**config.mk**
```make
export PLATFORM = sky130hd
export DESIGN_NAME = quadrature_encoder_step_decoder_flat
export DESIGN_NICKNAME = d
export VERILOG_FILES = /design/src/hdl/qesd_pkg.sv /design/src/hdl/qesd_sample_if.sv /design/src/hdl/qesd_result_if.sv /design/src/hdl/quadrature_encoder_step_decoder.sv /design/src/hdl/qesd_step_table.sv /design/src/flat_wrapper.sv
export VERILOG_INCLUDE_DIRS = /design/src /design/src/hdl
export SDC_FILE = /design/constraint.sdc
export NUM_CORES = 1
export LEC_CHECK = 0
export BUFFER_PORTS_ARGS = -buffer_cell sky130_fd_sc_hd__buf_4
export CAP_MARGIN = 30
export CORE_MARGIN = 8
export CORE_UTILIZATION = 45
export DETAILED_ROUTE_END_ITERATION = 8
export PLACE_DENSITY = 0.75
export SETUP_SLACK_MARGIN = 0.02
export SYNTH_ARGS = -nofsm -noshare
export SYNTH_HDL_FRONTEND = slang
export SYNTH_SLANG_ARGS = --single-unit
```
**constraint.sdc**
```tcl
create_clock -name clk -period 3.5 [get_ports clk]
set_input_delay 0.7 -clock clk [delete_from_list [all_inputs] [get_ports clk]]
set_output_delay 0.7 -clock clk [all_outputs]
set_load 0.02 [all_outputs]
```
**src/hdl/assert_macros.svh**
```systemverilog
// Assertion macros for the decoder RTL.
`ifndef ASSERT_MACROS_SVH
`define ASSERT_MACROS_SVH

// Checked on every clk edge outside reset.
`define ASSERT_CLK(label, prop, msg) \
    label: assert property (@(posedge clk) disable iff (!rst_n) (prop)) else $error(msg);

// Checked on every clk edge, reset included.
`define ASSERT_CLK_ALWAYS(label, prop, msg) \
    label: assert property (@(posedge clk) (prop)) else $error(msg);

`endif

```
**src/hdl/qesd_pkg.sv**
```systemverilog
// Types, constants and step tables for the quadrature step decoder.
`default_nettype none
package qesd_pkg;

    typedef enum logic [1:0] {
        DIR_NONE = 2'd0,
        DIR_CW   = 2'd1,
        DIR_CCW  = 2'd2
    } dir_t;

    typedef struct packed {
        logic [2:0] row;
        dir_t       dir;
    } step_t;

    // Entry: [5:4] emission, [2:0] next row.
    localparam logic [5:0] EMIT_CW  = 6'h10;
    localparam logic [5:0] EMIT_CCW = 6'h20;
    localparam logic [5:0] DIR_MASK = 6'h30;
    localparam logic [2:0] HALF_LAST_ROW = 3'd5;
    localparam logic [2:0] FULL_LAST_ROW = 3'd6;

    localparam logic signed [7:0] ACC_MAX = 8'sd127;
    localparam logic signed [7:0] ACC_MIN = -8'sd127;

    localparam logic [5:0] HALF_TAB [0:5][0:3] = '{
        '{6'h03,            6'h02, 6'h01, 6'h00},
        '{6'h03 | EMIT_CCW, 6'h00, 6'h01, 6'h00},
        '{6'h03 | EMIT_CW,  6'h02, 6'h00, 6'h00},
        '{6'h03,            6'h05, 6'h04, 6'h00},
        '{6'h03,            6'h03, 6'h04, 6'h00 | EMIT_CW},
        '{6'h03,            6'h05, 6'h03, 6'h00 | EMIT_CCW}
    };

    localparam logic [5:0] FULL_TAB [0:6][0:3] = '{
        '{6'h00, 6'h02, 6'h04, 6'h00},
        '{6'h03, 6'h00, 6'h01, 6'h00 | EMIT_CW},
        '{6'h03, 6'h02, 6'h00, 6'h00},
        '{6'h03, 6'h02, 6'h01, 6'h00 | EMIT_CW},
        '{6'h06, 6'h00, 6'h04, 6'h00},
        '{6'h06, 6'h05, 6'h00, 6'h00 | EMIT_CCW},
        '{6'h06, 6'h05, 6'h04, 6'h00 | EMIT_CCW}
    };

    // Rows past the table fall back to start.
    function automatic logic [5:0] half_entry(input logic [2:0] row, input logic [1:0] code);
        logic [2:0] r;
        r = (row > HALF_LAST_ROW) ? 3'd0 : row;
        return HALF_TAB[r][code];
    endfunction

    function automatic logic [5:0] full_entry(input logic [2:0] row, input logic [1:0] code);
        logic [2:0] r;
        r = (row > FULL_LAST_ROW) ? 3'd0 : row;
        return FULL_TAB[r][code];
    endfunction

endpackage
`default_nettype wire

```
**src/hdl/qesd_sample_if.sv**
```systemverilog
// Input channel: one pin sample per beat.
`default_nettype none
interface qesd_sample_if;
    logic valid;
    logic ready;
    logic req_type;
    logic pin_a;
    logic pin_b;

    modport source (output valid, output req_type, output pin_a, output pin_b, input ready);
    modport sink   (input valid, input req_type, input pin_a, input pin_b, output ready);
endinterface
`default_nettype wire

```
**src/hdl/qesd_result_if.sv**
```systemverilog
// Output channel: one decode result per beat.
`default_nettype none
interface qesd_result_if;
    logic              valid;
    logic              ready;
    logic signed [7:0] turn_count;
    logic [1:0]        step_dir;

    modport source (output valid, output turn_count, output step_dir, input ready);
    modport sink   (input valid, input turn_count, input step_dir, output ready);
endinterface
`default_nettype wire

```
**src/hdl/quadrature_encoder_step_decoder.sv**
```systemverilog
// Top level: quadrature encoder step decoder with saturating turn count.
// The result is registered: a result beat follows in the cycle after its sample beat is accepted.
// Throughput: one sample per cycle unless the result beat stalls; the table row and count update at accept,
// and the result register frees in the same cycle its beat is taken.
// Reset: step_mode half-step, table row start, count zero, result empty.
`default_nettype none
`include "assert_macros.svh"
module quadrature_encoder_step_decoder
    import qesd_pkg::*;
(
    input  wire logic    clk,
    input  wire logic    rst_n,
    input  wire logic    step_mode_we,
    input  wire logic    step_mode_wdata,
    qesd_sample_if.sink  sample,
    qesd_result_if.source result
);

    logic              step_mode_reg;
    logic [2:0]        table_state_reg;
    logic signed [7:0] turn_accum_reg;
    logic signed [7:0] turn_accum_next;
    logic signed [7:0] stepped;
    logic signed [7:0] count_next;

    logic              out_valid_reg;
    logic signed [7:0] turn_count_reg;
    logic [1:0]        step_dir_reg;

    logic  accept;
    step_t step;

    // Result register drains or is empty: take a new sample beat.
    assign sample.ready = !out_valid_reg || result.ready;
    assign accept       = sample.valid && sample.ready;

    qesd_step_table u_table (
        .full_mode (step_mode_reg),
        .row       (table_state_reg),
        .code      ({sample.pin_a, sample.pin_b}),
        .step      (step)
    );

    // Saturating step; step_dir still reports an emission held at the limit.
    always_comb
    begin
        stepped = turn_accum_reg;
        case (step.dir)
            DIR_CW:
            begin
                if (turn_accum_reg < ACC_MAX)
                    stepped = turn_accum_reg + 8'sd1;
            end
            DIR_CCW:
            begin
                if (turn_accum_reg > ACC_MIN)
                    stepped = turn_accum_reg - 8'sd1;
            end
            default: stepped = turn_accum_reg;
        endcase

        // Read request returns the updated count and clears it.
        if (sample.req_type)
        begin
            count_next      = stepped;
            turn_accum_next = 8'sd0;
        end
        else
        begin
            count_next      = 8'sd0;
            turn_accum_next = stepped;
        end
    end

    // Config write must only be issued while idle; the block itself does not enforce this.
    always_ff @(posedge clk or negedge rst_n)
    begin
        if (!rst_n)
            step_mode_reg <= 1'b0;
        else if (step_mode_we)
            step_mode_reg <= step_mode_wdata;
    end

    always_ff @(posedge clk or negedge rst_n)
    begin
        if (!rst_n)
        begin
            table_state_reg <= 3'd0;
            turn_accum_reg  <= 8'sd0;
        end
        else if (accept)
        begin
            table_state_reg <= step.row;
            turn_accum_reg  <= turn_accum_next;
        end
    end

    always_ff @(posedge clk or negedge rst_n)
    begin
        if (!rst_n)
            out_valid_reg <= 1'b0;
        else if (accept)
            out_valid_reg <= 1'b1;
        else if (result.ready)
            out_valid_reg <= 1'b0;
    end

    // Payload needs no reset.
    always_ff @(posedge clk)
    begin
        if (accept)
        begin
            turn_count_reg <= count_next;
            step_dir_reg   <= step.dir;
        end
    end

    assign result.valid      = out_valid_reg;
    assign result.turn_count = turn_count_reg;
    assign result.step_dir   = step_dir_reg;

    `ASSERT_CLK_ALWAYS(a_accum_in_range, turn_accum_reg != -8'sd128, "turn accumulator left -127..127")
    `ASSERT_CLK_ALWAYS(a_row_in_table, table_state_reg != 3'd7, "table row outside both tables")
    `ASSERT_CLK(a_read_clears, accept && sample.req_type |=> turn_accum_reg == 8'sd0, "read did not clear count")
    `ASSERT_CLK(a_accept_fills, accept |=> out_valid_reg, "accepted sample beat produced no result")

endmodule
`default_nettype wire

```
**src/hdl/qesd_step_table.sv**
```systemverilog
// Table lookup: stored row and pin code to next row and emission.
`default_nettype none
module qesd_step_table
    import qesd_pkg::*;
(
    input  wire logic       full_mode,
    input  wire logic [2:0] row,
    input  wire logic [1:0] code,
    output step_t           step
);

    logic [5:0] entry;

    always_comb
    begin
        entry = full_mode ? full_entry(row, code) : half_entry(row, code);
        step.row = entry[2:0];
        case (entry & DIR_MASK)
            EMIT_CW:  step.dir = DIR_CW;
            EMIT_CCW: step.dir = DIR_CCW;
            default:  step.dir = DIR_NONE;
        endcase
    end

endmodule
`default_nettype wire
```
**src/flat_wrapper.sv**
```systemverilog
// flat-port wrapper written by rule: the top's interface ports become plain ports
module quadrature_encoder_step_decoder_flat import qesd_pkg::*;
  (clk, rst_n, step_mode_we, step_mode_wdata, sample_valid, sample_req_type, sample_pin_a, sample_pin_b, sample_ready, result_valid, result_turn_count, result_step_dir, result_ready);
  qesd_sample_if sample_i ();
  qesd_result_if result_i ();
  input  wire logic clk;
  input  wire logic rst_n;
  input  wire logic step_mode_we;
  input  wire logic step_mode_wdata;
  input wire logic [$bits(sample_i.valid)-1:0] sample_valid;
  input wire logic [$bits(sample_i.req_type)-1:0] sample_req_type;
  input wire logic [$bits(sample_i.pin_a)-1:0] sample_pin_a;
  input wire logic [$bits(sample_i.pin_b)-1:0] sample_pin_b;
  output wire logic [$bits(sample_i.ready)-1:0] sample_ready;
  output wire logic [$bits(result_i.valid)-1:0] result_valid;
  output wire logic [$bits(result_i.turn_count)-1:0] result_turn_count;
  output wire logic [$bits(result_i.step_dir)-1:0] result_step_dir;
  input wire logic [$bits(result_i.ready)-1:0] result_ready;
  assign sample_i.valid = sample_valid;
  assign sample_i.req_type = sample_req_type;
  assign sample_i.pin_a = sample_pin_a;
  assign sample_i.pin_b = sample_pin_b;
  assign sample_ready = sample_i.ready;
  assign result_valid = result_i.valid;
  assign result_turn_count = result_i.turn_count;
  assign result_step_dir = result_i.step_dir;
  assign result_i.ready = result_ready;
  quadrature_encoder_step_decoder u_core (.clk(clk), .rst_n(rst_n), .step_mode_we(step_mode_we), .step_mode_wdata(step_mode_wdata), .sample(sample_i), .result(result_i));
endmodule
```
Word-level counts from Yosys, hierarchy flattened
Memory sizes are Yosys's and may differ from the RTL's.
Cells that the tools add are included.

cells by class
  reduce and logical (&&, ||, !) cells = 4
  $add $sub $neg = 2
  muxes and demuxes = 20
  eq/ne operators = 4
  shift operators = 0
  divide/modulo/power cells = 0
  magnitude comparators = 7
  multipliers = 0
  bitwise operators = 3

operators with widths
  cell                                                      count
  two-way mux 24 bit                                        4
  two-way mux 6 bit                                         5
  binary-select mux 6 bit (select 2 bit)                    2
  two-way mux 8 bit                                         3
  case mux 8 bit (2 select lines)                           1
  adder 8 x 2 -> 8 bit, second input constant               1
  greater-or-equal comparator 4 bit, second input constant  2
  greater-than comparator 8 bit, second input constant      1
  < comparator 8 bit, second input constant                 1
  inverter 3 -> 4 bit                                       2
  subtractor 8 x 2 -> 8 bit, second input constant          1
  greater-than comparator 3 bit, second input constant      2
  two-way mux 3 bit                                         2
  == test 2 x 1 -> 1 bit, second input constant             2
  == test 2 bit, second input constant                      2
  case mux 2 bit (2 select lines)                           1
  greater-or-equal comparator 3 bit, second input constant  1
  inverter 2 -> 3 bit                                       1
  two-way mux 1 bit                                         2
  nonzero test 2 bit                                        1
  logical AND 1 bit                                         1
  zero test 1 bit                                           1
  logical OR 1 bit                                          1

storage, ports and cells
  output and inout bits = 12
  register bits after elaboration = 23
  ROM bits = 384
  word-level logic and storage cells = 48
  memories kept = 2
  bits in writable memories = 0
  bits in latches = 0

memory list
  name             words  bits a word  read ports  clocked after memory_dff  write ports  line            RTL
  (no name shown)  8      24           1           0                         0            qesd_pkg.sv:49  return HALF_TAB[r][code];
  (no name shown)  8      24           1           0                         0            qesd_pkg.sv:55  return FULL_TAB[r][code];

Longest topological paths before layout
  word-level depth = 15
  depth in mapped cells = 12
  mapped depth without buffers = 11

By module
Synthesis repeated with hierarchy kept, for this count alone.

second synthesis, totals
  cells, all modules = 201
  area, all modules = 1756.7 um2

by module, submodules not included
  module                           cells an instance  instances  area each (um2)
  quadrature_encoder_step_decoder  151                1          1442.6
  qesd_step_table                  50                 1          314.1

Worst setup path after synthesis
OpenSTA, ideal clock, no wires.

  kind = input port to flip-flop
  from = input sample_pin_b
  to = register u_core.turn_count_reg[1], in the netlist u_core.result.turn_count[1] (data pin)
  stages = 10
  required time = 3331 ps
  path buffers = 2
  library setup time = 169 ps
  path slack = 595 ps
  arrival = 2736 ps
  cell sequence = buf_1 > nand3_1 > o32a_1 > o32a_1 > inv_1 > ha_1 > clkbuf_1 > o21ai_0 > mux2_1 > o31ai_1

RTL lines
  item                    line                                    RTL
  start: declaration      flat_wrapper.sv:13                      input wire logic [$bits(sample_i.pin_b)-1:0] sample_pin_b;
  end signal: assignment  quadrature_encoder_step_decoder.sv:113  turn_count_reg <= count_next;
  end: declaration        quadrature_encoder_step_decoder.sv:27   logic signed [7:0] turn_count_reg;

Final worst setup path
  from = register u_core.table_state_reg[2]
  to = register u_core.turn_count_reg[4], in the netlist u_core.result.turn_count[4] (data pin)

on the way
  longest elaborated chain between the ends = 14
  elaborated cells on any way between the ends = 25
  those cells by class = order compare: 2; eq/ne: 4; mux: 15; bitwise: 2; memory: 2

RTL lines
  item                                                              line                                   RTL
  start: declaration                                                quadrature_encoder_step_decoder.sv:20  logic [2:0] table_state_reg;
  start signal: assignment                                          quadrature_encoder_step_decoder.sv:93  table_state_reg <= step.row;
  greater-than comparator 3 bit, on equally long branches           qesd_pkg.sv:48, qesd_pkg.sv:54
  two-way mux 3 bit, on equally long branches                       qesd_pkg.sv:48, qesd_pkg.sv:54
  inverter 3 -> 4 bit, on equally long branches                     qesd_pkg.sv:49, qesd_pkg.sv:55
  memory (8 x 24 bit), on equally long branches                     --
  two-way mux 24 bit, on equally long branches (2 in series)        qesd_pkg.sv:49, qesd_pkg.sv:55
  binary-select mux 6 bit (select 2 bit), on equally long branches  qesd_pkg.sv:49, qesd_pkg.sv:55
  two-way mux 6 bit, on equally long branches (2 in series)         qesd_pkg.sv:49, qesd_pkg.sv:55
  two-way mux 6 bit (*)                                             qesd_step_table.sv:16                  entry = full_mode ? full_entry(row, code) : half_entry(row, code);
  == test 2 bit or == test 2 x 1 -> 1 bit (tied branches)           qesd_step_table.sv:18                  case (entry & DIR_MASK)
  case mux 2 bit (2 select lines) (*)                               qesd_step_table.sv:18
  == test 2 bit or == test 2 x 1 -> 1 bit (tied branches)           quadrature_encoder_step_decoder.sv:48  case (step.dir)
  case mux 8 bit (2 select lines) (*)                               quadrature_encoder_step_decoder.sv:48

Every way passes the cells marked *; elsewhere a longest branch is shown, timed or not. The select of a mux whose other input is x is not followed.
A chain may end at the register's enable or synchronous reset.

==> qor.yml <==
synthesis:
  synth_flop_cell: "dfrtp_1"
  yosys_warnings: 0
  yosysSeqAreaShare_pct: 34.9
  synth_area_sq_mm: 0.00179
  syn_area_per_cell_sq_um: 8.84
  ys_ff_latch: 23
  postSynth.asyncResetShare_pct: 56.5
  synth_fp_nets: 218
  synthDistinctLibCells: 62
  synth_edf_count: 10
  synthCells: 203
grt:
  grt_use_total_pct: 13.4
  grt_first_pass_wirelength_microns: 6960
  first_global_vias: 1472
  grt_remaining_overflow: 0
  antenna_found_initial: 0
  grt_max_degree: 18
timing:
  period_share_pct: 84.8
  whs_ps: 264
  setup_tns_ps: 0
  clock_skew_ps: 6.29
  hold_violations: 0
  tightest_slew_ps: 599
  post-route-min-period_ps: 2970
  max_freq_mhz: 337
  final.setup.worst_slack_ps: 534
  setup_viol: 0
  maxSlewHeadroom_pct: 60.0
  rsz0062_at_grt: "false"
  drv_slew: 0
floorplanning:
  num_io_pins: 21
  die_h_microns: 79.1
  row_count: 23
  die-width_microns: 79.1
  coreArea_sq_mm: 0.00391
  initial_utilization_pct: 45.8
  dieArea_sq_mm: 0.00626
cts:
  numCtsBuffers: 3
  cts.path.max_buffers: 2
  clock_sinks: 23
  ctsResizeCount: 0
  cts_hold_buf: 0
  cts-root-buf: "clkbuf_8"
  h-tree-depth: 1
  cts_tree: "yes"
  worstSkewPairLatency_ps: 270
  clk_pin_slew_worst_paths_ps: 90
  postCtsSetupRepairBufs: 0
power_and_ir_drop:
  power_density_mw_per_mm2: 460
  total_power_mw: 0.902
  peakVddDrop_v: 0.000358
  p_leak_nw: 0.749
routing:
  dr.first_iter.drc_count: 105
  num_vias: 1600
  vias_per_cell: 6.15
  dr.pass1.iters: 5
  drt-total-wl_microns: 4200
  route.detailed.wl_per_inst_microns: 16.2
  ant_nets: 0
  drc: 0
final_layout:
  layout.nets: 226
  multiInputGateArea_sq_mm: 0.00104
  n_antenna_cell: 0
  fill_cells: 404
  layoutNonFillerInstCount: 260
  seqCellArea_sq_um: 626
  drive_gt1_share_pct: 16.7
  area_growth_pct: 9.14
placement:
  hpwl_microns: 2960
  pre_cts_ws_ps: 389
  dp_cells: 256
  gp_congestion: 0.867
  io_buffer_count: 20
setup_path:
  start_kind: "flop"
  worstReg2RegStart: "u_core.table_state_reg[2]"
  critical_path_class: "reg2reg"
  cp-startpoint: "u_core.table_state_reg[2]"
  cp_cell_sequence: "nand2b_1, o32a_1, o32a_1, ha_1, nor2_1, a41o_2, a21oi_1, nor2_1"
  r2r_slack_ps: 530
  path_max_fanout: 15
  reg2reg_depth: 8
  path_delay_family: "compound AO/OA/AOI/OAI gates"
  endpoint: "u_core.result.turn_count[4]"
  cp_num_buf_inv: 0
  critPathMaxStageDelay_ps: 600
  crit_path_top_delay_cell: "ha_1"
  critPathRequiredTime_ps: 3520
  path_depth: 8
  arrival_ps: 2990
  r2r-end: "u_core.result.turn_count[4]"
  endpoint_kind: "flop"
hold_path:
  hold_class: "in2async"
flow_run:
  cap_viol_max_count: 0
outcome:
  status: "completed"
-- placed cells by master, fill, tap and decap left out, types with 3 or more instances in the layout --
master    instances
nand2_1          21
buf_4            20
nor2_1           16
nand2b_1         13
dfrtp_1          13
a21oi_1          10
edfxtp_1         10
o21ai_0           9
nand3_1           8
inv_1             8
ha_1              6
o211ai_1          5
o22ai_1           3
nand4_1           3
nor3_1            3
nor3b_1           3
a221oi_1          3
clkbuf_8          3
-- worst min path at each step --
stage,from,end,cells after the start
6_report,rst_n,u_core.step_mode_reg,1
5_1_grt,rst_n,u_core.table_state_reg[0],1
4_1_cts,rst_n,u_core.step_mode_reg,1
3_5_place_dp,u_core.result.valid,u_core.result.valid,2
3_3_place_gp,u_core.result.valid,u_core.result.valid,2
2_1_floorplan,rst_n,u_core.result.valid,0
-- cell type report --
class / instances / area share [%]
Clock inverter: 1 / 0.256
Sequential cell: 23 / 31.9
Timing Repair Buffer: 20 / 7.67
Clock buffer: 3 / 2.11
Inverter: 8 / 1.53
Multi-Input combinational cell: 155 / 53.3
Tap cell: 50 / 3.19
-- routing by layer --
| layer | routed length (microns) | track usage (%) | vias to the layer above |
|---|---|---|---|
| li1 | - | - | 780 |
| met1 | 1950 | 18.1 | 764 |
| met2 | 1970 | 20.3 | 48 |
| met3 | 203 | 2.60 | 8 |
| met4 | 78 | 6.11 | 0 |
| met5 | 0 | 0 | - |
-- power breakdown --
| group | switching [mW] | leakage (nW) | internal (mW) |
|---|---|---|---|
| sequential | 0.0870 | 0.270 | 0.316 |
| clock | 0.0909 | 0.0255 | 0.0796 |
| combinational | 0.189 | 0.453 | 0.139 |
-- cell families (layout without fill, tap and decap cells) --
family                     count (synthesis)  in the layout  share of synthesized area, %
xor gates and xnor gates                   1              1                         0.488
adders and majority gates                  6              6                          4.18
DFF                                       23             23                          34.9
buffers and inverters                     25             32                          6.97
muxes                                      3              3                          1.81
and+or+nand+nor                           80             80                          23.6
AOI/OAI and AO/OA                         65             65                          28.1
-- cell usage after synthesis (3+ instances only) --
library cell  count  area, sq um
nand2_1          21         78.8
nor2_1           16         60.1
dfrtp_1          13          325
nand2b_1         13         81.3
a21oi_1          10         50.1
clkbuf_1         10         37.5
edfxtp_1         10          300
o21ai_0           9         45.0
inv_1             8         30.0
nand3_1           8         40.0
ha_1              6         75.1
o211ai_1          5         37.5
a221oi_1          3         26.3
nand4_1           3         18.8
nor3_1            3         15.0
nor3b_1           3         22.5
o22ai_1           3         18.8
-- metrics by stage --
step / util [%] / instance area [sq um]
2_1_floorplan: - / 1790
3_3_place_gp: 48.8 / 1910
3_5_place_dp: 48.8 / 1910
4_1_cts: 50.0 / 1960
5_1_grt: 50.0 / 1960
6_report: 50.0 / 1960
-- worst reg2reg max path: cells and delay by family, from the launching register on --
| kind | cells | cell delay (ps) |
|---|---|---|
| AO/OA/AOI/OAI | 4 | 1140 |
| adder cells (fa/ha/maj) | 1 | 600 |
| flip-flops | 1 | 520 |
| AND/OR/NAND/NOR | 3 | 470 |
Power figures use the tool's default switching activity.
